File: config.mk
export PLATFORM = sky130hd
export DESIGN_NAME = rom_patch_stream_applier_flat
export DESIGN_NICKNAME = d
export VERILOG_FILES = /design/src/rtl/rpsa_pkg.sv /design/src/rtl/rpsa_if.sv /design/src/rtl/rom_patch_stream_applier.sv /design/src/flat_wrapper.sv
export SDC_FILE = /design/constraint.sdc
export NUM_CORES = 1
export LEC_CHECK = 0
export ABC_AREA = 1
export ABC_CLOCK_PERIOD_IN_PS = 7600
export BUFFER_PORTS_ARGS = -buffer_cell sky130_fd_sc_hd__buf_4
export CAP_MARGIN = 40
export CORE_ASPECT_RATIO = 1.75
export CORE_MARGIN = 2
export CORE_UTILIZATION = 55
export CTS_CLUSTER_DIAMETER = 60
export DETAILED_ROUTE_END_ITERATION = 10
export PLACE_DENSITY_LB_ADDON = 0.08
export SETUP_SLACK_MARGIN = 0.15
export SLEW_MARGIN = 10
export SYNTH_ARGS = -nofsm -noshare
export SYNTH_HDL_FRONTEND = slang
export SYNTH_SLANG_ARGS = --single-unit
File: constraint.sdc
create_clock -name clk_i -period 7.6 [get_ports clk_i]
set_input_delay 0.76 -clock clk_i [delete_from_list [all_inputs] [get_ports clk_i]]
set_output_delay 0.76 -clock clk_i [all_outputs]
set_load 0.02 [all_outputs]
File: src/rtl/rpsa_pkg.sv
// Shared types and constants of the ROM patch stream applier.
`default_nettype none

package rpsa_pkg;

  // Default ROM size in bytes.
  localparam int unsigned RomBytesDefault = 524288;

  // Header layout: signature, version, source hash, target hash.
  localparam int unsigned HeaderBytes = 25;
  localparam logic [4:0] SigEndIdx    = 5'd8;
  localparam logic [4:0] VerIdx       = 5'd8;
  localparam logic [4:0] SrcEndIdx    = 5'd17;
  localparam logic [4:0] HdrLastIdx   = 5'(HeaderBytes - 1);

  // Location field: three little-endian bytes.
  localparam logic [1:0] LocLastIdx = 2'd2;

  localparam int unsigned AddrWidth = 19;
  localparam int unsigned PtrWidth  = 24;

  typedef enum logic [2:0] {
    ST_BUSY    = 3'd0,
    ST_DONE    = 3'd1,
    ST_INVALID = 3'd2,
    ST_VERSION = 3'd3,
    ST_SOURCE  = 3'd4
  } status_e;

  typedef enum logic [1:0] {
    CFG_SIGNATURE   = 2'd0,
    CFG_VERSION     = 2'd1,
    CFG_SOURCE_HASH = 2'd2
  } cfg_reg_e;

  typedef enum logic [5:0] {
    PH_HEADER   = 6'b000001,
    PH_LENGTH   = 6'b000010,
    PH_COUNT    = 6'b000100,
    PH_LOCATION = 6'b001000,
    PH_DATA     = 6'b010000,
    PH_DONE     = 6'b100000
  } phase_e;

  typedef struct packed {
    logic                 write_valid;
    logic [AddrWidth-1:0] write_address;
    logic [7:0]           write_data;
    status_e              status;
    logic [63:0]          target_hash;
  } result_t;

endpackage

`default_nettype wire

File: src/rtl/rpsa_if.sv
// Stream interfaces for patch bytes in and result items out.
`default_nettype none

interface rpsa_in_if;
  logic       valid;
  logic       ready;
  logic [7:0] patch_byte;
  logic       end_of_file;

  modport source (output valid, output patch_byte, output end_of_file, input ready);
  modport sink (input valid, input patch_byte, input end_of_file, output ready);
endinterface

interface rpsa_out_if;
  logic                          valid;
  logic                          ready;
  logic                          write_valid;
  logic [rpsa_pkg::AddrWidth-1:0] write_address;
  logic [7:0]                    write_data;
  logic [2:0]                    status;
  logic [63:0]                   target_hash;

  modport source (output valid, output write_valid, output write_address,
                  output write_data, output status, output target_hash, input ready);
  modport sink (input valid, input write_valid, input write_address,
                input write_data, input status, input target_hash, output ready);
endinterface

`default_nettype wire

File: src/rtl/rom_patch_stream_applier.sv
// Top level of the ROM patch stream applier: parser, checks and result buffering.
`default_nettype none

// The block parses a patch file that arrives one byte per request on patch_i and
// gives exactly one result request on result_o for every byte it accepts. The
// first 25 bytes are the header (8-byte signature, version byte, 8-byte source
// hash, 8-byte target hash, all little-endian); at the last header byte the
// signature, version and source hash are checked against the configuration
// registers in that order. Records follow: a length byte, a count byte and count
// entries of a 3-byte little-endian location followed by length data bytes; each
// data byte comes out as a ROM write to consecutive addresses. Errors are sticky
// until reset, and after an error or after done further bytes only repeat the
// final status. The block sustains one byte per clock cycle while the sink
// keeps up: the whole parse step for a byte is one short combinational update
// of the parser registers, and its result is registered in the output register
// or, while the sink stalls, in the skid register behind it, which keeps input
// flowing for one extra result, so patch_i.ready depends only on the skid register.
// Configuration registers must be written while the block is idle; the ROM size
// ROM_BYTES sets only the address range check.
module rom_patch_stream_applier #(
  parameter int unsigned ROM_BYTES = rpsa_pkg::RomBytesDefault
) (
  input  wire logic        clk_i,
  input  wire logic        rst_ni,
  input  wire logic        cfg_we_i,
  input  wire logic [1:0]  cfg_index_i,
  input  wire logic [63:0] cfg_data_i,
  rpsa_in_if.sink          patch_i,
  rpsa_out_if.source       result_o
);

  // Range check is done on a 25-bit sum, wide enough for a 24-bit pointer plus length.
  localparam logic [rpsa_pkg::PtrWidth:0] RomLimit = (rpsa_pkg::PtrWidth + 1)'(ROM_BYTES);

  // Configuration registers.
  logic [63:0] exp_sig_q;
  logic [7:0]  exp_ver_q;
  logic [63:0] src_hash_q;

  always_ff @(posedge clk_i or negedge rst_ni) begin
    if (!rst_ni) begin
      exp_sig_q  <= '0;
      exp_ver_q  <= 8'd1;
      src_hash_q <= '0;
    end else if (cfg_we_i) begin
      case (rpsa_pkg::cfg_reg_e'(cfg_index_i))
        rpsa_pkg::CFG_SIGNATURE:   exp_sig_q  <= cfg_data_i;
        rpsa_pkg::CFG_VERSION:     exp_ver_q  <= cfg_data_i[7:0];
        rpsa_pkg::CFG_SOURCE_HASH: src_hash_q <= cfg_data_i;
        default: begin
        end
      endcase
    end
  end

  // Parser state.
  rpsa_pkg::phase_e               phase_q, phase_d;
  rpsa_pkg::status_e              err_q, err_d;
  logic [4:0]                     hdr_cnt_q, hdr_cnt_d;
  logic [63:0]                    sig_q, sig_d;
  logic [7:0]                     ver_q, ver_d;
  logic [63:0]                    src_q, src_d;
  logic [63:0]                    tgt_q, tgt_d;
  logic [7:0]                     rec_len_q, rec_len_d;
  logic [7:0]                     entries_q, entries_d;
  logic [1:0]                     loc_cnt_q, loc_cnt_d;
  logic [7:0]                     data_left_q, data_left_d;
  logic [rpsa_pkg::PtrWidth-1:0]  wptr_q, wptr_d;

  logic                           in_acc;
  logic [7:0]                     in_byte;
  logic [rpsa_pkg::PtrWidth-1:0]  loc_ptr;
  logic [rpsa_pkg::PtrWidth:0]    loc_end;
  rpsa_pkg::result_t              res;

  assign in_acc  = patch_i.valid && patch_i.ready;
  assign in_byte = patch_i.patch_byte;
  assign loc_ptr = {in_byte, wptr_q[rpsa_pkg::PtrWidth-1:8]};
  assign loc_end = {1'b0, loc_ptr} + (rpsa_pkg::PtrWidth + 1)'(rec_len_q);

  always_comb begin
    phase_d     = phase_q;
    err_d       = err_q;
    hdr_cnt_d   = hdr_cnt_q;
    sig_d       = sig_q;
    ver_d       = ver_q;
    src_d       = src_q;
    tgt_d       = tgt_q;
    rec_len_d   = rec_len_q;
    entries_d   = entries_q;
    loc_cnt_d   = loc_cnt_q;
    data_left_d = data_left_q;
    wptr_d      = wptr_q;
    res         = '0;

    if (in_acc && err_q == rpsa_pkg::ST_BUSY && phase_q != rpsa_pkg::PH_DONE) begin
      case (phase_q)
        rpsa_pkg::PH_HEADER: begin
          if (hdr_cnt_q < rpsa_pkg::SigEndIdx) begin
            sig_d = {in_byte, sig_q[63:8]};
          end else if (hdr_cnt_q == rpsa_pkg::VerIdx) begin
            ver_d = in_byte;
          end else if (hdr_cnt_q < rpsa_pkg::SrcEndIdx) begin
            src_d = {in_byte, src_q[63:8]};
          end else begin
            tgt_d = {in_byte, tgt_q[63:8]};
          end
          hdr_cnt_d = hdr_cnt_q + 5'd1;
          // The last header byte only feeds the target hash, so the checked
          // words are already complete in their registers.
          if (hdr_cnt_q == rpsa_pkg::HdrLastIdx) begin
            if (sig_q != exp_sig_q) begin
              err_d = rpsa_pkg::ST_INVALID;
            end else if (ver_q != exp_ver_q) begin
              err_d = rpsa_pkg::ST_VERSION;
            end else if (src_q != src_hash_q) begin
              err_d = rpsa_pkg::ST_SOURCE;
            end else begin
              phase_d = rpsa_pkg::PH_LENGTH;
            end
          end
        end
        rpsa_pkg::PH_LENGTH: begin
          rec_len_d = in_byte;
          phase_d   = rpsa_pkg::PH_COUNT;
        end
        rpsa_pkg::PH_COUNT: begin
          entries_d = in_byte;
          if (in_byte == 8'd0) begin
            phase_d = rpsa_pkg::PH_LENGTH;
          end else begin
            loc_cnt_d = 2'd0;
            phase_d   = rpsa_pkg::PH_LOCATION;
          end
        end
        rpsa_pkg::PH_LOCATION: begin
          wptr_d    = loc_ptr;
          loc_cnt_d = loc_cnt_q + 2'd1;
          if (loc_cnt_q == rpsa_pkg::LocLastIdx) begin
            loc_cnt_d = 2'd0;
            // A zero length or a record that runs past the end of the ROM is rejected
            // before any of its bytes are written.
            if (rec_len_q == 8'd0 || loc_end > RomLimit) begin
              err_d = rpsa_pkg::ST_INVALID;
            end else begin
              data_left_d = rec_len_q;
              phase_d     = rpsa_pkg::PH_DATA;
            end
          end
        end
        rpsa_pkg::PH_DATA: begin
          if (data_left_q == 8'd0) begin
            err_d = rpsa_pkg::ST_INVALID;
          end else begin
            res.write_valid   = 1'b1;
            res.write_address = wptr_q[rpsa_pkg::AddrWidth-1:0];
            res.write_data    = in_byte;
            wptr_d            = wptr_q + rpsa_pkg::PtrWidth'(1);
            data_left_d       = data_left_q - 8'd1;
            if (data_left_q == 8'd1) begin
              entries_d = entries_q - 8'd1;
              phase_d   = (entries_q == 8'd1) ? rpsa_pkg::PH_LENGTH : rpsa_pkg::PH_LOCATION;
            end
          end
        end
        default: begin
          err_d = rpsa_pkg::ST_INVALID;
        end
      endcase

      // End of file is clean only where a new record would start.
      if (patch_i.end_of_file && err_d == rpsa_pkg::ST_BUSY) begin
        if (phase_d == rpsa_pkg::PH_LENGTH) begin
          phase_d = rpsa_pkg::PH_DONE;
        end else begin
          err_d = rpsa_pkg::ST_INVALID;
        end
      end
    end

    if (err_d != rpsa_pkg::ST_BUSY) begin
      res.status = err_d;
    end else if (phase_d == rpsa_pkg::PH_DONE) begin
      res.status = rpsa_pkg::ST_DONE;
    end else begin
      res.status = rpsa_pkg::ST_BUSY;
    end
    res.target_hash = (res.status == rpsa_pkg::ST_DONE) ? tgt_d : 64'd0;
  end

  always_ff @(posedge clk_i or negedge rst_ni) begin
    if (!rst_ni) begin
      phase_q     <= rpsa_pkg::PH_HEADER;
      err_q       <= rpsa_pkg::ST_BUSY;
      hdr_cnt_q   <= '0;
      sig_q       <= '0;
      ver_q       <= '0;
      src_q       <= '0;
      tgt_q       <= '0;
      rec_len_q   <= '0;
      entries_q   <= '0;
      loc_cnt_q   <= '0;
      data_left_q <= '0;
      wptr_q      <= '0;
    end else begin
      phase_q     <= phase_d;
      err_q       <= err_d;
      hdr_cnt_q   <= hdr_cnt_d;
      sig_q       <= sig_d;
      ver_q       <= ver_d;
      src_q       <= src_d;
      tgt_q       <= tgt_d;
      rec_len_q   <= rec_len_d;
      entries_q   <= entries_d;
      loc_cnt_q   <= loc_cnt_d;
      data_left_q <= data_left_d;
      wptr_q      <= wptr_d;
    end
  end

  // Output register with a skid register behind it.
  logic              out_vld_q, out_vld_d;
  logic              skid_vld_q, skid_vld_d;
  rpsa_pkg::result_t out_q, out_d;
  rpsa_pkg::result_t skid_q, skid_d;

  assign patch_i.ready = !skid_vld_q;

  always_comb begin
    out_vld_d  = out_vld_q;
    skid_vld_d = skid_vld_q;
    out_d      = out_q;
    skid_d     = skid_q;
    if (!out_vld_q || result_o.ready) begin
      if (skid_vld_q) begin
        out_d      = skid_q;
        out_vld_d  = 1'b1;
        skid_vld_d = 1'b0;
      end else begin
        out_d     = res;
        out_vld_d = in_acc;
      end
    end else if (in_acc) begin
      skid_d     = res;
      skid_vld_d = 1'b1;
    end
  end

  always_ff @(posedge clk_i or negedge rst_ni) begin
    if (!rst_ni) begin
      out_vld_q  <= 1'b0;
      skid_vld_q <= 1'b0;
    end else begin
      out_vld_q  <= out_vld_d;
      skid_vld_q <= skid_vld_d;
    end
  end

  always_ff @(posedge clk_i) begin
    out_q  <= out_d;
    skid_q <= skid_d;
  end

  assign result_o.valid         = out_vld_q;
  assign result_o.write_valid   = out_q.write_valid;
  assign result_o.write_address = out_q.write_address;
  assign result_o.write_data    = out_q.write_data;
  assign result_o.status        = out_q.status;
  assign result_o.target_hash   = out_q.target_hash;

  // The skid register is only filled while the output register holds a result.
  assert property (@(posedge clk_i) disable iff (!rst_ni) skid_vld_q |-> out_vld_q)
    else $error("skid register holds a result while the output register is empty");

  // Errors stay until reset.
  assert property (@(posedge clk_i) disable iff (!rst_ni)
    (err_q != rpsa_pkg::ST_BUSY) |=> (err_q == $past(err_q)))
    else $error("sticky error code changed");

  // A ROM write is produced only for a byte taken in the data phase.
  assert property (@(posedge clk_i) disable iff (!rst_ni)
    (in_acc && res.write_valid) |-> (phase_q == rpsa_pkg::PH_DATA))
    else $error("ROM write outside the data phase");

  // Done and an error never coexist.
  assert property (@(posedge clk_i) disable iff (!rst_ni)
    (phase_q == rpsa_pkg::PH_DONE) |-> (err_q == rpsa_pkg::ST_BUSY))
    else $error("done reached together with an error");

endmodule

`default_nettype wire

File: src/flat_wrapper.sv
// flat-port wrapper written by rule: the top's interface ports become plain ports
module rom_patch_stream_applier_flat 
#(
  parameter int unsigned ROM_BYTES = rpsa_pkg::RomBytesDefault
)
  (clk_i, rst_ni, cfg_we_i, cfg_index_i, cfg_data_i, patch_i_valid, patch_i_patch_byte, patch_i_end_of_file, patch_i_ready, result_o_valid, result_o_write_valid, result_o_write_address, result_o_write_data, result_o_status, result_o_target_hash, result_o_ready);
  rpsa_in_if patch_i_i ();
  rpsa_out_if result_o_i ();
  input  wire logic clk_i;
  input  wire logic rst_ni;
  input  wire logic cfg_we_i;
  input  wire logic [1:0] cfg_index_i;
  input  wire logic [63:0] cfg_data_i;
  input wire logic [$bits(patch_i_i.valid)-1:0] patch_i_valid;
  input wire logic [$bits(patch_i_i.patch_byte)-1:0] patch_i_patch_byte;
  input wire logic [$bits(patch_i_i.end_of_file)-1:0] patch_i_end_of_file;
  output wire logic [$bits(patch_i_i.ready)-1:0] patch_i_ready;
  output wire logic [$bits(result_o_i.valid)-1:0] result_o_valid;
  output wire logic [$bits(result_o_i.write_valid)-1:0] result_o_write_valid;
  output wire logic [$bits(result_o_i.write_address)-1:0] result_o_write_address;
  output wire logic [$bits(result_o_i.write_data)-1:0] result_o_write_data;
  output wire logic [$bits(result_o_i.status)-1:0] result_o_status;
  output wire logic [$bits(result_o_i.target_hash)-1:0] result_o_target_hash;
  input wire logic [$bits(result_o_i.ready)-1:0] result_o_ready;
  assign patch_i_i.valid = patch_i_valid;
  assign patch_i_i.patch_byte = patch_i_patch_byte;
  assign patch_i_i.end_of_file = patch_i_end_of_file;
  assign patch_i_ready = patch_i_i.ready;
  assign result_o_valid = result_o_i.valid;
  assign result_o_write_valid = result_o_i.write_valid;
  assign result_o_write_address = result_o_i.write_address;
  assign result_o_write_data = result_o_i.write_data;
  assign result_o_status = result_o_i.status;
  assign result_o_target_hash = result_o_i.target_hash;
  assign result_o_i.ready = result_o_ready;
  rom_patch_stream_applier #(.ROM_BYTES(ROM_BYTES)) u_core (.clk_i(clk_i), .rst_ni(rst_ni), .cfg_we_i(cfg_we_i), .cfg_index_i(cfg_index_i), .cfg_data_i(cfg_data_i), .patch_i(patch_i_i), .result_o(result_o_i));
endmodule
-- Yosys cells after proc, flatten, opt, wreduce, memory -nomap -nowiden
Cells that the tools add are included.
- $add $sub $neg: 6
- $lt $le $gt $ge: 3
- equal/unequal tests: 24
- multiplexer cells: 54
- bitwise logic cells: 3
- reduce and logical (&&, ||, !) cells: 33
- operator list (cell ; number):
    two-way mux 64 bit ; 6
    != test 64 bit ; 2
    two-way mux 95 bit ; 1
    two-way mux 28 bit ; 3
    two-way mux 6 bit ; 12
    case mux 24 bit (2 select lines) ; 1
    two-way mux 8 bit ; 5
    two-way mux 3 bit ; 12
    case mux 8 bit (2 select lines) ; 2
    case mux 6 bit (5 select lines) ; 1
    adder 24 x 8 -> 25 bit ; 1
    greater-than comparator 25 x 20 -> 1 bit (second input constant) ; 1
    adder 24 x 1 -> 24 bit (second input constant) ; 1
    zero test 8 bit ; 3
    two-way mux 24 bit ; 1
    equality test 8 x 1 -> 1 bit (second input constant) ; 2
    subtractor 8 x 1 -> 8 bit (second input constant) ; 2
    equality test 6 x 2 -> 1 bit (second input constant) ; 2
    case mux 3 bit (4 select lines) ; 1
    AND reduction 2 bit ; 6
    AND reduction 5 bit ; 2
    AND reduction 3 bit ; 3
    two-way mux 4 bit ; 2
    != test 8 bit ; 1
    30 further kinds ; 50
- bits in registers: 592

-- Logic depth before layout (Yosys ltp)
Gate-level depths: netlist of the first run.
- depth after elaboration: 17
- depth in mapped cells: 31
- gate-level depth less buffers: 29

-- Least setup slack after synthesis of the first run
OpenSTA, ideal clock, no wires.
- path kind: input to register
- start: input port result_o_ready
- end: register u_core.skid_q[0] (netlist bit), enable pin
- arrival: 7162 ps
- path slack: -111 ps
- stages on the path: 3
- cells stage by stage: inv_1 > nand2_1 > nor2_1
- longest elaborated chain between the ends: 3
- RTL lines (what ; line ; text):
    start: declaration ; flat_wrapper.sv:24 ; input wire logic [$bits(result_o_i.ready)-1:0] result_o_ready;
    logical OR 1 bit ; rom_patch_stream_applier.sv:234 ; if (!out_vld_q || result_o.ready) begin
    inverter 1 bit (no line) ; -- ;
    AND reduction 2 bit (no line) ; -- ;
    end signal: assignment ; rom_patch_stream_applier.sv:261 ; skid_q <= skid_d;
    end: declaration ; rom_patch_stream_applier.sv:225 ; rpsa_pkg::result_t skid_q, skid_d;
No other way between the ends.
A chain may end at the register's enable or synchronous reset.

-- Worst setup path in the final report of the first run
- start: register u_core.wptr_q[8] (netlist bit)
- end: register u_core.out_q (netlist bit u_core.result_o.target_hash[6]) (data pin)
- longest elaborated chain between the ends: 17
- elaborated cells on any way between the ends: 27
- those cells by class: 1 x add/sub; 1 x order compare; 3 x eq/ne; 18 x mux; 4 x reduce/logical
- RTL lines (what ; line ; text):
    start: declaration ; rom_patch_stream_applier.sv:68 ; logic [rpsa_pkg::PtrWidth-1:0] wptr_q, wptr_d;
    start signal: assignment ; rom_patch_stream_applier.sv:217 ; wptr_q <= wptr_d;
    adder 24 x 8 -> 25 bit * ; rom_patch_stream_applier.sv:79 ; assign loc_end = {1'b0, loc_ptr} + (rpsa_pkg::PtrWidth + 1)'(rec_len_q);
    greater-than comparator 25 x 20 -> 1 bit * ; rom_patch_stream_applier.sv:143 ; if (rec_len_q == 8'd0 || loc_end > RomLimit) begin
    logical OR 1 bit * ; rom_patch_stream_applier.sv:143 ;
    two-way mux 6 bit or two-way mux 3 bit (tied branches) ; rom_patch_stream_applier.sv:143 ;
    two-way mux 6 bit or two-way mux 3 bit (tied branches) ; rom_patch_stream_applier.sv:139 ; if (loc_cnt_q == rpsa_pkg::LocLastIdx) begin
    case mux 6 bit (5 select lines) or case mux 3 bit (4 select lines) (tied branches) ; rom_patch_stream_applier.sv:97 ; case (phase_q)
    two-way mux 6 bit or two-way mux 3 bit (tied branches) ; rom_patch_stream_applier.sv:96 ; if (in_acc && err_q == rpsa_pkg::ST_BUSY && phase_q != rpsa_pkg::PH_DONE) begin
    equality test 6 x 2 -> 1 bit or zero test 3 bit (tied branches) ; rom_patch_stream_applier.sv:173, rom_patch_stream_applier.sv:172 ;
    [... 2 more ...] ; -- ;
    two-way mux 6 bit * ; rom_patch_stream_applier.sv:96 ;
    via u_core.phase_d[3] ; rom_patch_stream_applier.sv:57 ; rpsa_pkg::phase_e phase_q, phase_d;
    equality test 6 bit * ; rom_patch_stream_applier.sv:183 ; end else if (phase_d == rpsa_pkg::PH_DONE) begin
    two-way mux 1 bit * ; rom_patch_stream_applier.sv:183 ;
    two-way mux 3 bit * ; rom_patch_stream_applier.sv:181 ; if (err_d != rpsa_pkg::ST_BUSY) begin
    equality test 3 x 1 -> 1 bit * ; rom_patch_stream_applier.sv:188 ; res.target_hash = (res.status == rpsa_pkg::ST_DONE) ? tgt_d : 64'd0;
    two-way mux 64 bit * ; rom_patch_stream_applier.sv:188 ;
    two-way mux 95 bit * ; rom_patch_stream_applier.sv:235 ; if (skid_vld_q) begin
    end signal: assignment ; rom_patch_stream_applier.sv:260 ; out_q <= out_d;
    end: declaration ; rom_patch_stream_applier.sv:224 ; rpsa_pkg::result_t out_q, out_d;
Mark *: on every way through the listed nets, which the timed path passes. The rest lies on a longest branch. The select of a mux whose other input is x is not followed.

==> impl_metrics.json, run 1 <==
{
  "status": "completed",
  "die_w_um": 172.8,
  "cts_setup_buffers": 0,
  "irDropWorstVdd_uv": 201.6,
  "netlist_instances": 2980,
  "yosysMostFrequentCell": "nand2_1",
  "grt_pass1_vias": 20490,
  "design_area_um2": 31180,
  "place.port_buffers": 176,
  "setup_tns_ns": 0,
  "cts_htree_levels": 2,
  "reg2reg_slack_ns": 3.14,
  "ctsResizeCount": 0,
  "coreArea_um2": 49460,
  "maxCapViolCount": 0,
  "routedWlPerCell_um": 18.87,
  "cts_buffers": 55,
  "synth_top_area_share_pct": 36.50,
  "grt_pass1_wl_mm": 113.7,
  "synth_nets": 3077,
  "tightest_slew_ns": 0.9240,
  "hold_ws_ns": 0.1978,
  "clock_latency_ns": 0.61,
  "clkSlewWorstSetupHoldPaths_ns": 0.07,
  "synth.yosys.seq_area_share_pct": 57.50,
  "grt_use_total_pct": 27.99,
  "cts_tree": "built",
  "cp_data_required_time_ns": 8.08,
  "synth-edff-count": 190,
  "fillers": 4245,
  "ctsHoldBuffers": 0,
  "cts.path.max_buffers": 3,
  "hold_viol": 0,
  "min_path_type": "in -> async",
  "synth_cell_type_count": 49,
  "ant_nets": 0,
  "crit_arrival_ns": 4.94,
  "rows": 108,
  "crit_path_start_kind": "flip-flop",
  "grt_max_degree": 164,
  "drt_first_pass_iters": 5,
  "yosysTopAreaCell": "dfrtp_1",
  "cts-root-buf": "clkbuf_16",
  "initial_core_util_pct": 55.45,
  "drive_above_1_share_pct": 15.05,
  "critPathMaxFanout": 39,
  "leakagePower_nw": 15.11,
  "dieArea_um2": 51730,
  "syn-cell-area_um2": 27420,
  "io_pins": 177,
  "vias": 20490,
  "power_density_nw_per_um2": 227.5,
  "netlist_top_cells_count": "nand2_1, dfrtp_1, o21ai_0",
  "overflow": 0,
  "drt_wl_total_mm": 72.05,
  "finalCriticalPeriod_ns": 4.458,
  "relSlewSlack_pct": 38.40,
  "endpoint_kind": "flip-flop",
  "fin_cells": 3818,
  "grt_antenna_before_repair": 0,
  "async_flop_share_pct": 67.91,
  "max_freq_ghz": 0.2243,
  "multi_input_area_um2": 9781,
  "drc": 0,
  "dpl.hpwl_mm": 50.60,
  "syn_to_final_growth_pct": 13.72,
  "final_nets": 3207,
  "clkSinkCount": 592,
  "period_share_pct": 58.66,
  "drt_iter0_markers": 1627,
  "synth.area.top_cells": "dfrtp_1, edfxtp_1, nand2_1, o21ai_0, inv_1",
  "syn_area_per_cell_um2": 9.202,
  "crit_type": "reg -> reg",
  "place_area_um2": 29320,
  "setup_violations": 0,
  "rsz0062_at_grt": "false",
  "vias_per_cell": 5.366,
  "place_congestion": 0.8902,
  "synth_seq_cells": 592,
  "synth_top_flop_cell": "dfrtp_1",
  "yosys_warnings": 0,
  "dieHeight_um": 299.4,
  "postLayoutCoreUtil_pct": 63.05,
  "finalClockSkew_ns": 0.02767,
  "drv_slew": 0,
  "post-place-cells": 3713,
  "seqCellArea_um2": 15770
}
registers in the layout, indices dropped and copies added (netlist names):
signal	flops
u_core.result_o.valid	1
u_core.ver_q	8
u_core.loc_cnt_q	2
u_core.result_o.write_valid	1
u_core.exp_sig_q	64
u_core.result_o.status	3
u_core.skid_vld_q	1
u_core.skid_q	95
u_core.hdr_cnt_q	5
u_core.result_o.write_address	19
u_core.data_left_q	8
u_core.result_o.write_data	8
u_core.src_hash_q	64
u_core.sig_q	64
u_core.tgt_q	64
u_core.exp_ver_q	8
u_core.err_q	3
u_core.wptr_q	24
u_core.result_o.target_hash	64
u_core.rec_len_q	8
u_core.phase_q	6
u_core.src_q	64
u_core.entries_q	8
path summary, 6_finish.rpt:
path / start / cells past startpoint / to
setup / recovery: u_core.wptr_q[8] / 25 / u_core.result_o.target_hash[6]
hold reg to reg: u_core.ver_q[7] / 2 / u_core.ver_q[7]
hold / removal: rst_ni / 1 / u_core.tgt_q[20]
min in group clk_i: patch_i_valid / 3 / u_core.result_o.valid
setup reg to reg: u_core.wptr_q[8] / 25 / u_core.result_o.target_hash[6]
max in group asynchronous: rst_ni / 2 / u_core.rec_len_q[0]
per-stage QoR:
stage	setup WS, ns	power (mW)
CTS	3.168	7.148
global route	2.767	7.346
floorplan	0.9267	4.016
detailed placement	3.170	4.337
finish	3.142	7.094
global placement	3.067	4.316
kinds of logic (layout without fill, tap and decap cells):
family                   Yosys count  count (layout)  share of synthesized area [%]
adder cells (fa/ha/maj)           17              17                         0.8030
XOR/XNOR                         125             125                          3.992
AND/OR/NAND/NOR                 1259            1259                          20.92
other                              0               1                              0
buffers and inverters            477             654                          7.026
multiplexers                       6               6                         0.2464
AO/OA/AOI/OAI                    504             504                          9.509
flip-flops                       592             592                          57.50
layout make-up:
cell class	instances	area share, %
Antenna cell	1	0.008024
Tap cell	660	2.648
Clock inverter	23	0.7703
Inverter	350	4.217
Multi-Input combinational cell	1911	31.36
Timing Repair Buffer	200	5.216
Sequential cell	592	50.57
Clock buffer	81	5.212
critical path, stage by stage (launching register included):
cell,delay (ns)
dfrtp_1,0.47
ha_1,0.28
fa_1,0.42
nand2_1,0.12
nand2_1,0.08
nand3_1,0.11
nand2_1,0.10
nand2_1,0.12
nand2_2,0.08
nand3_1,0.07
nand2_1,0.07
nor2_1,0.10
nand2_1,0.09
nor2_2,0.14
nand2_2,0.08
o21ai_1,0.17
nand3_1,0.10
nand2_1,0.07
o21ai_0,0.14
nor2_1,0.16
nand3_2,0.15
a21oi_4,0.19
buf_4,0.44
buf_16,0.31
nand3_2,0.11
nand2_1,0.09
power breakdown:
group / internal [mW] / switching, mW / leakage, nW / total, mW
sequential: 3.49 / 0.134 / 6.74 / 3.63
combinational: 0.243 / 0.398 / 7.45 / 0.641
clock: 1.59 / 1.23 / 0.924 / 2.83
total: 5.33 / 1.76 / 15.1 / 7.09
routing by layer:
layer  vias up  wire length (um)  part of all wire (%)  global-route usage (%)
met5         -                 0                     0                       0
li1       9910                 -                     -                       -
met4         0              3233                   4.5                   11.66
met3       163              2461                   3.4                   2.752
met2       521             38790                    54                   52.53
met1      9894             27560                    38                   32.59
cells in the final DEF (no fill, tap or decap), types with 25 or more instances in the layout:
| master | instances |
|---|---|
| buf_4 | 192 |
| xnor2_1 | 80 |
| dfrtp_1 | 399 |
| nor2_1 | 255 |
| edfxtp_1 | 190 |
| inv_1 | 345 |
| or2_2 | 89 |
| nand4_1 | 48 |
| nand3_1 | 78 |
| o21ai_0 | 375 |
| xor2_1 | 45 |
| clkbuf_16 | 56 |
| nand2_1 | 651 |
| a21oi_1 | 84 |
| nand3_2 | 63 |
| nor3_1 | 25 |
(Power assumes the default switching activity.)
==> inputs of run 2 (changes only) <==
ABC_AREA = 0   (was 1)
ABC_CLOCK_PERIOD_IN_PS = 3900   (was 7600)
clock period = 3.9 ns   (was 7.6 ns; I/O delays follow)
==> run 2 against run 1 <==
Compared with the run above:
- critical path depth is 12 lower
- non-clock buffer count is 106 higher
- synthesized cell count is 30% lower
- clock skew is 0.0040 ns lower
- design area hardly changed
- worst hold slack worse by 0.16 ns
- first-iteration DRC count is 38% lower
==> impl_metrics.json, run 2 <==
{
  "status": "completed",
  "place_ws_ns": -0.05332,
  "vias": 17220,
  "rr_startpoint": "u_core.wptr_q[15]",
  "synth_seq_cells": 592,
  "synth.area.top_cells": "dfrtp_1, edfxtp_1, mux2_2, xnor2_1, mux2i_1",
  "largest_register_ffs": 95,
  "slowest_stage": "or4_1",
  "hold_ws_ns": 0.03473,
  "crit_arrival_ns": 4.06,
  "grt_use_total_pct": 28.83,
  "layout_setup_ws_ns": 0.2500,
  "antenna_cells": 0,
  "synth_top_area_share_pct": 37.86,
  "max_freq_ghz": 0.2740,
  "yosysMostFrequentCell": "dfrtp_1",
  "critical_path.cell_chain": "ha_1 -> nand4_1 -> o22ai_1 -> o21ai_2 -> or4_1 -> a221oi_2 -> a41oi_2 -> o2111ai_2 -> nand4_1 -> buf_6 -> buf_6 -> buf_12 -> o31ai_2",
  "ant_nets": 0,
  "cp_data_required_time_ns": 4.31,
  "finalClockSkew_ns": 0.02365,
  "synth-edff-count": 190,
  "dieHeight_um": 294.0,
  "setup_tns_ns": 0,
  "hold_start": "cfg_data_i[53]",
  "tightest_slew_ns": 0.8537,
  "yosysTopAreaCell": "dfrtp_1",
  "drive_above_1_share_pct": 32.37,
  "worstHoldEndpoint": "u_core.src_hash_q[53]",
  "cts_tree": "built",
  "finalCriticalPeriod_ns": 3.650,
  "cts-root-buf": "clkbuf_16",
  "initial_core_util_pct": 55.52,
  "endpoint_kind": "flip-flop",
  "drc": 0,
  "hold_viol": 0,
  "crit_type": "reg -> reg",
  "cts.path.max_buffers": 3,
  "place.port_buffers": 176,
  "rsz0062_at_grt": "true",
  "grt_antenna_before_repair": 0,
  "maxCapViolCount": 0,
  "place_congestion": 0.9445,
  "routedWlPerCell_um": 24.13,
  "drv_slew": 0,
  "power_density_nw_per_um2": 443.3,
  "grt_pass1_wl_mm": 106.5,
  "min_path_type": "in -> reg",
  "postLayoutCoreUtil_pct": 65.53,
  "layout_common_cells": "dfrtp_1, mux2_2, buf_4",
  "multi_input_area_um2": 10060,
  "drt_wl_total_mm": 71.27,
  "dieArea_um2": 49910,
  "syn_to_final_growth_pct": 18.01,
  "drt_first_pass_iters": 5,
  "setup_violations": 0,
  "clock_latency_ns": 0.59,
  "clkSlewWorstSetupHoldPaths_ns": 0.07,
  "rr_worst_depth": 13,
  "reg2reg_slack_ns": 0.25,
  "period_share_pct": 93.59,
  "critPathMaxFanout": 21,
  "clkSinkCount": 592,
  "dpl.hpwl_mm": 52.02,
  "vias_per_cell": 5.828,
  "fillers": 3618,
  "yosys_warnings": 0,
  "grt_max_degree": 162,
  "syn-cell-area_um2": 26440,
  "r2r-end": "u_core.result_o.target_hash[10]",
  "synth_top_flop_cell": "dfrtp_1",
  "relSlewSlack_pct": 43.08,
  "io_pins": 177,
  "irDropWorstVdd_uv": 459.2,
  "seqCellArea_um2": 15770,
  "synth_nets": 2172,
  "leakagePower_nw": 13.76,
  "syn_area_per_cell_um2": 12.74,
  "rows": 106,
  "grt_pass1_vias": 17640,
  "cts_htree_levels": 2,
  "design_area_um2": 31200,
  "hold_depth": 2,
  "coreArea_um2": 47610,
  "crit_family": "compound AO/OA/AOI/OAI gates",
  "drt_iter0_markers": 1006,
  "final_nets": 2417,
  "async_flop_share_pct": 67.91,
  "cp_num_buf_inv": 3,
  "netlist_instances": 2075,
  "top_register": "u_core.skid_q",
  "crit_path_start_kind": "flip-flop",
  "slowest_delay_ns": 0.51,
  "place_area_um2": 29200,
  "synth_cell_type_count": 66,
  "overflow": 0,
  "netlist_top_cells_count": "dfrtp_1, mux2_2, edfxtp_1",
  "synth.yosys.seq_area_share_pct": 59.64,
  "final_common_cell": "dfrtp_1",
  "die_w_um": 169.7,
  "cts_buffers": 51
}
[run 2: final cells by class]
type	instances	area share, %
Clock buffer	78	4.841
Clock inverter	15	0.5735
Inverter	90	1.083
Multi-Input combinational cell	1279	32.25
Sequential cell	592	50.55
Tap cell	594	2.382
Timing Repair Buffer	306	8.322
[run 2: worst max-delay path by stage]
stage	startpoint	endpoint	slack, ns	cells after the start
2_1_floorplan	u_core.wptr_q[8]	u_core.result_o.target_hash[10]	0.29	13
3_3_place_gp	u_core.wptr_q[8]	u_core.result_o.target_hash[6]	-0.05	14
3_5_place_dp	u_core.wptr_q[8]	u_core.result_o.target_hash[10]	-0.05	14
4_1_cts	u_core.wptr_q[8]	u_core.result_o.target_hash[10]	0.16	16
5_1_grt	u_core.wptr_q[15]	u_core.result_o.target_hash[10]	0.06	13
6_report	u_core.wptr_q[15]	u_core.result_o.target_hash[10]	0.25	13
[run 2: cells by family (layout without fill, tap and decap cells)]
kind of cell               Yosys count  after routing  share of synthesized area (%)
AOI/OAI and AO/OA                  299            299                          8.519
buffers and inverters              204            489                          3.138
muxes                              353            353                          14.70
adders and majority gates           17             17                         0.8330
DFF                                592            592                          59.64
xor gates and xnor gates           144            144                          4.771
and+or+nand+nor                    466            466                          8.396
[run 2: timing repair]
action,CTS,global route
hold buffers,1,0
gates resized for setup,5,32
endpoints found under the setup margin,120,130
pin swaps,3,10
endpoints found under the hold margin,95,0
gates cloned,1,0
setup buffers,2,3
[run 2: layer usage]
layer	global-route usage, %	vias up	part of all wire [%]
met1	30.71	8630	35
li1	-	7924	-
met4	18.18	0	7.4
met3	2.865	165	3.1
met2	53.94	498	54
met5	0	-	0
[run 2: power by group]
part           internal [mW]  switching (mW)  leakage (nW)
sequential              6.87           0.291          7.05
clock                   2.88            2.29         0.818
combinational          0.697           0.814          5.89
[run 2: per-stage QoR]
step	cells	power, mW
after global routing	2954	14.29
after CTS	2950	13.91
after floorplan	2075	8.016
after global placement	2850	8.736
final	2954	13.83
after detailed placement	2853	8.777
==> inputs of run 3 (changes only) <==
CORE_UTILIZATION = 48   (was 55)
TNS_END_PERCENT = 1   (was not set)
==> run 3 against run 2 <==
Compared with the run above:
- worst hold slack lost 0.011 ns
- setup slack lost 0.19 ns
- register-to-register slack got worse by 0.19 ns
- cell count grew 4.4%
- clock skew up 0.013 ns
- largest power group unchanged
==> impl_metrics.json, run 3 (synthesis gave the netlist of run 2 again) <==
{
  "status": "completed",
  "final_nets": 2446,
  "top_register": "u_core.skid_q",
  "place_area_um2": 29290,
  "overflow": 0,
  "design_area_um2": 32440,
  "irDropWorstVdd_uv": 422.3,
  "clock_latency_ns": 0.62,
  "dpl.hpwl_mm": 54.27,
  "grt_antenna_before_repair": 0,
  "hold_depth": 2,
  "rsz0062_at_grt": "true",
  "r2r-end": "u_core.result_o.target_hash[40]",
  "slowest_delay_ns": 0.48,
  "maxCapViolCount": 0,
  "crit_family": "simple AND/OR/NAND/NOR gates",
  "place_congestion": 0.9177,
  "hold_start": "cfg_data_i[45]",
  "cts_htree_levels": 2,
  "grt_use_total_pct": 26.32,
  "vias_per_cell": 5.664,
  "drt_wl_total_mm": 75.37,
  "rows": 113,
  "endpoint_kind": "flip-flop",
  "die_w_um": 181.4,
  "grt_max_degree": 112,
  "drt_first_pass_iters": 5,
  "cts.path.max_buffers": 3,
  "layout_common_cells": "dfrtp_1, mux2_2, buf_4",
  "ant_nets": 0,
  "top_usage_layer": "met2",
  "layout_setup_ws_ns": 0.06366,
  "drv_slew": 0,
  "slowest_stage": "or4b_4",
  "drive_above_1_share_pct": 33.39,
  "reg2reg_slack_ns": 0.06,
  "worstHoldEndpoint": "u_core.exp_sig_q[45]",
  "hold_ws_ns": 0.02410,
  "cts-root-buf": "clkbuf_16",
  "crit_arrival_ns": 4.29,
  "post-place-cells": 2950,
  "crit_path_start_kind": "flip-flop",
  "finalCriticalPeriod_ns": 3.836,
  "clkSlewWorstSetupHoldPaths_ns": 0.06,
  "coreArea_um2": 54430,
  "critical_path.cell_chain": "xnor2_4 -> nand4_1 -> buf_4 -> nor4_4 -> buf_4 -> nand4_1 -> buf_4 -> buf_6 -> or4b_4 -> a21o_1 -> o21ai_1 -> nand4_1 -> buf_6 -> buf_16 -> clkbuf_16 -> o31ai_2",
  "max_freq_ghz": 0.2607,
  "finalClockSkew_ns": 0.03626,
  "routedWlPerCell_um": 24.44,
  "min_path_type": "in -> reg",
  "place_ws_ns": -0.3365,
  "grt_pass1_vias": 18180,
  "syn_to_final_growth_pct": 22.69,
  "cts_tree": "built",
  "clkSinkCount": 592,
  "largest_register_ffs": 95,
  "period_share_pct": 98.37,
  "total_power_mw": 14.24,
  "fin_cells": 3084,
  "io_pins": 177,
  "grt_pass1_wl_mm": 112.0,
  "dieHeight_um": 314.5,
  "crit_type": "reg -> reg",
  "grt_use_met1_pct": 28.11,
  "leakagePower_nw": 14.15,
  "initial_core_util_pct": 48.57,
  "rr_startpoint": "u_core.src_hash_q[22]",
  "setup_violations": 0,
  "cts_buffers": 54,
  "dieArea_um2": 57040,
  "drc": 0,
  "final_common_cell": "dfrtp_1",
  "met2_usage_pct": 48.94,
  "grt_util_met3_pct": 2.534,
  "fillers": 4351,
  "vias": 17470,
  "tightest_slew_ns": 1.082,
  "cp_data_required_time_ns": 4.35,
  "relSlewSlack_pct": 27.84,
  "place.port_buffers": 176,
  "critPathMaxFanout": 6,
  "power_density_nw_per_um2": 439.0,
  "cp_num_buf_inv": 7,
  "rr_worst_depth": 16,
  "drt_iter0_markers": 1099,
  "hold_viol": 0
}
## run 3: layout make-up
type,instances,area [um^2],share of cell area (%)
diodes,1,2.502,0.007715
clock buffers,77,1528,4.710
clock inverters,23,277.8,0.8563
inverters,90,337.8,1.042
multi-input cells,1279,10580,32.63
flip-flops and latches,592,15780,48.64
well taps,690,863.3,2.662
repair buffers,332,3067,9.455
## run 3: worst max path at each step
stage,start,endpoint,slack [ns],cells past startpoint
5_1_grt,u_core.src_hash_q[22],u_core.result_o.target_hash[40],0.01,16
2_1_floorplan,u_core.wptr_q[8],u_core.result_o.target_hash[10],0.29,13
4_1_cts,u_core.src_q[22],u_core.result_o.target_hash[17],0.12,16
3_3_place_gp,u_core.src_hash_q[22],u_core.result_o.target_hash[2],-0.26,15
3_5_place_dp,u_core.src_hash_q[22],u_core.result_o.target_hash[1],-0.34,15
6_report,u_core.src_hash_q[22],u_core.result_o.target_hash[40],0.06,16
## run 3: where the power goes
group / internal [mW] / switching [mW] / total, mW
clock network: 3.07 / 2.36 / 5.43
logic: 0.738 / 0.850 / 1.59
registers: 6.87 / 0.354 / 7.22
total: 10.7 / 3.57 / 14.2
## run 3: stage by stage
stage,util [%],setup TNS [ns]
3_3_place_gp,53.69,-25.41
4_1_cts,58.21,0
3_5_place_dp,53.81,-25.56
2_1_floorplan,-,0
5_1_grt,59.58,0
6_report,59.59,0
## run 3: what timing repair did
item / CTS / global route
setup buffers: 2 / 3
setup endpoints to repair: 129 / 125
endpoints found under the hold margin: 121 / 0
pin swaps: 10 / 57
hold buffers: 14 / 0
cloned: 3 / 10
resized for setup: 55 / 67
## run 3: per-layer routing
metal	up-vias	wire length (um)
li1	8029	-
met1	8804	26830
met2	475	40640
met3	160	2167
met4	0	5737
met5	-	0
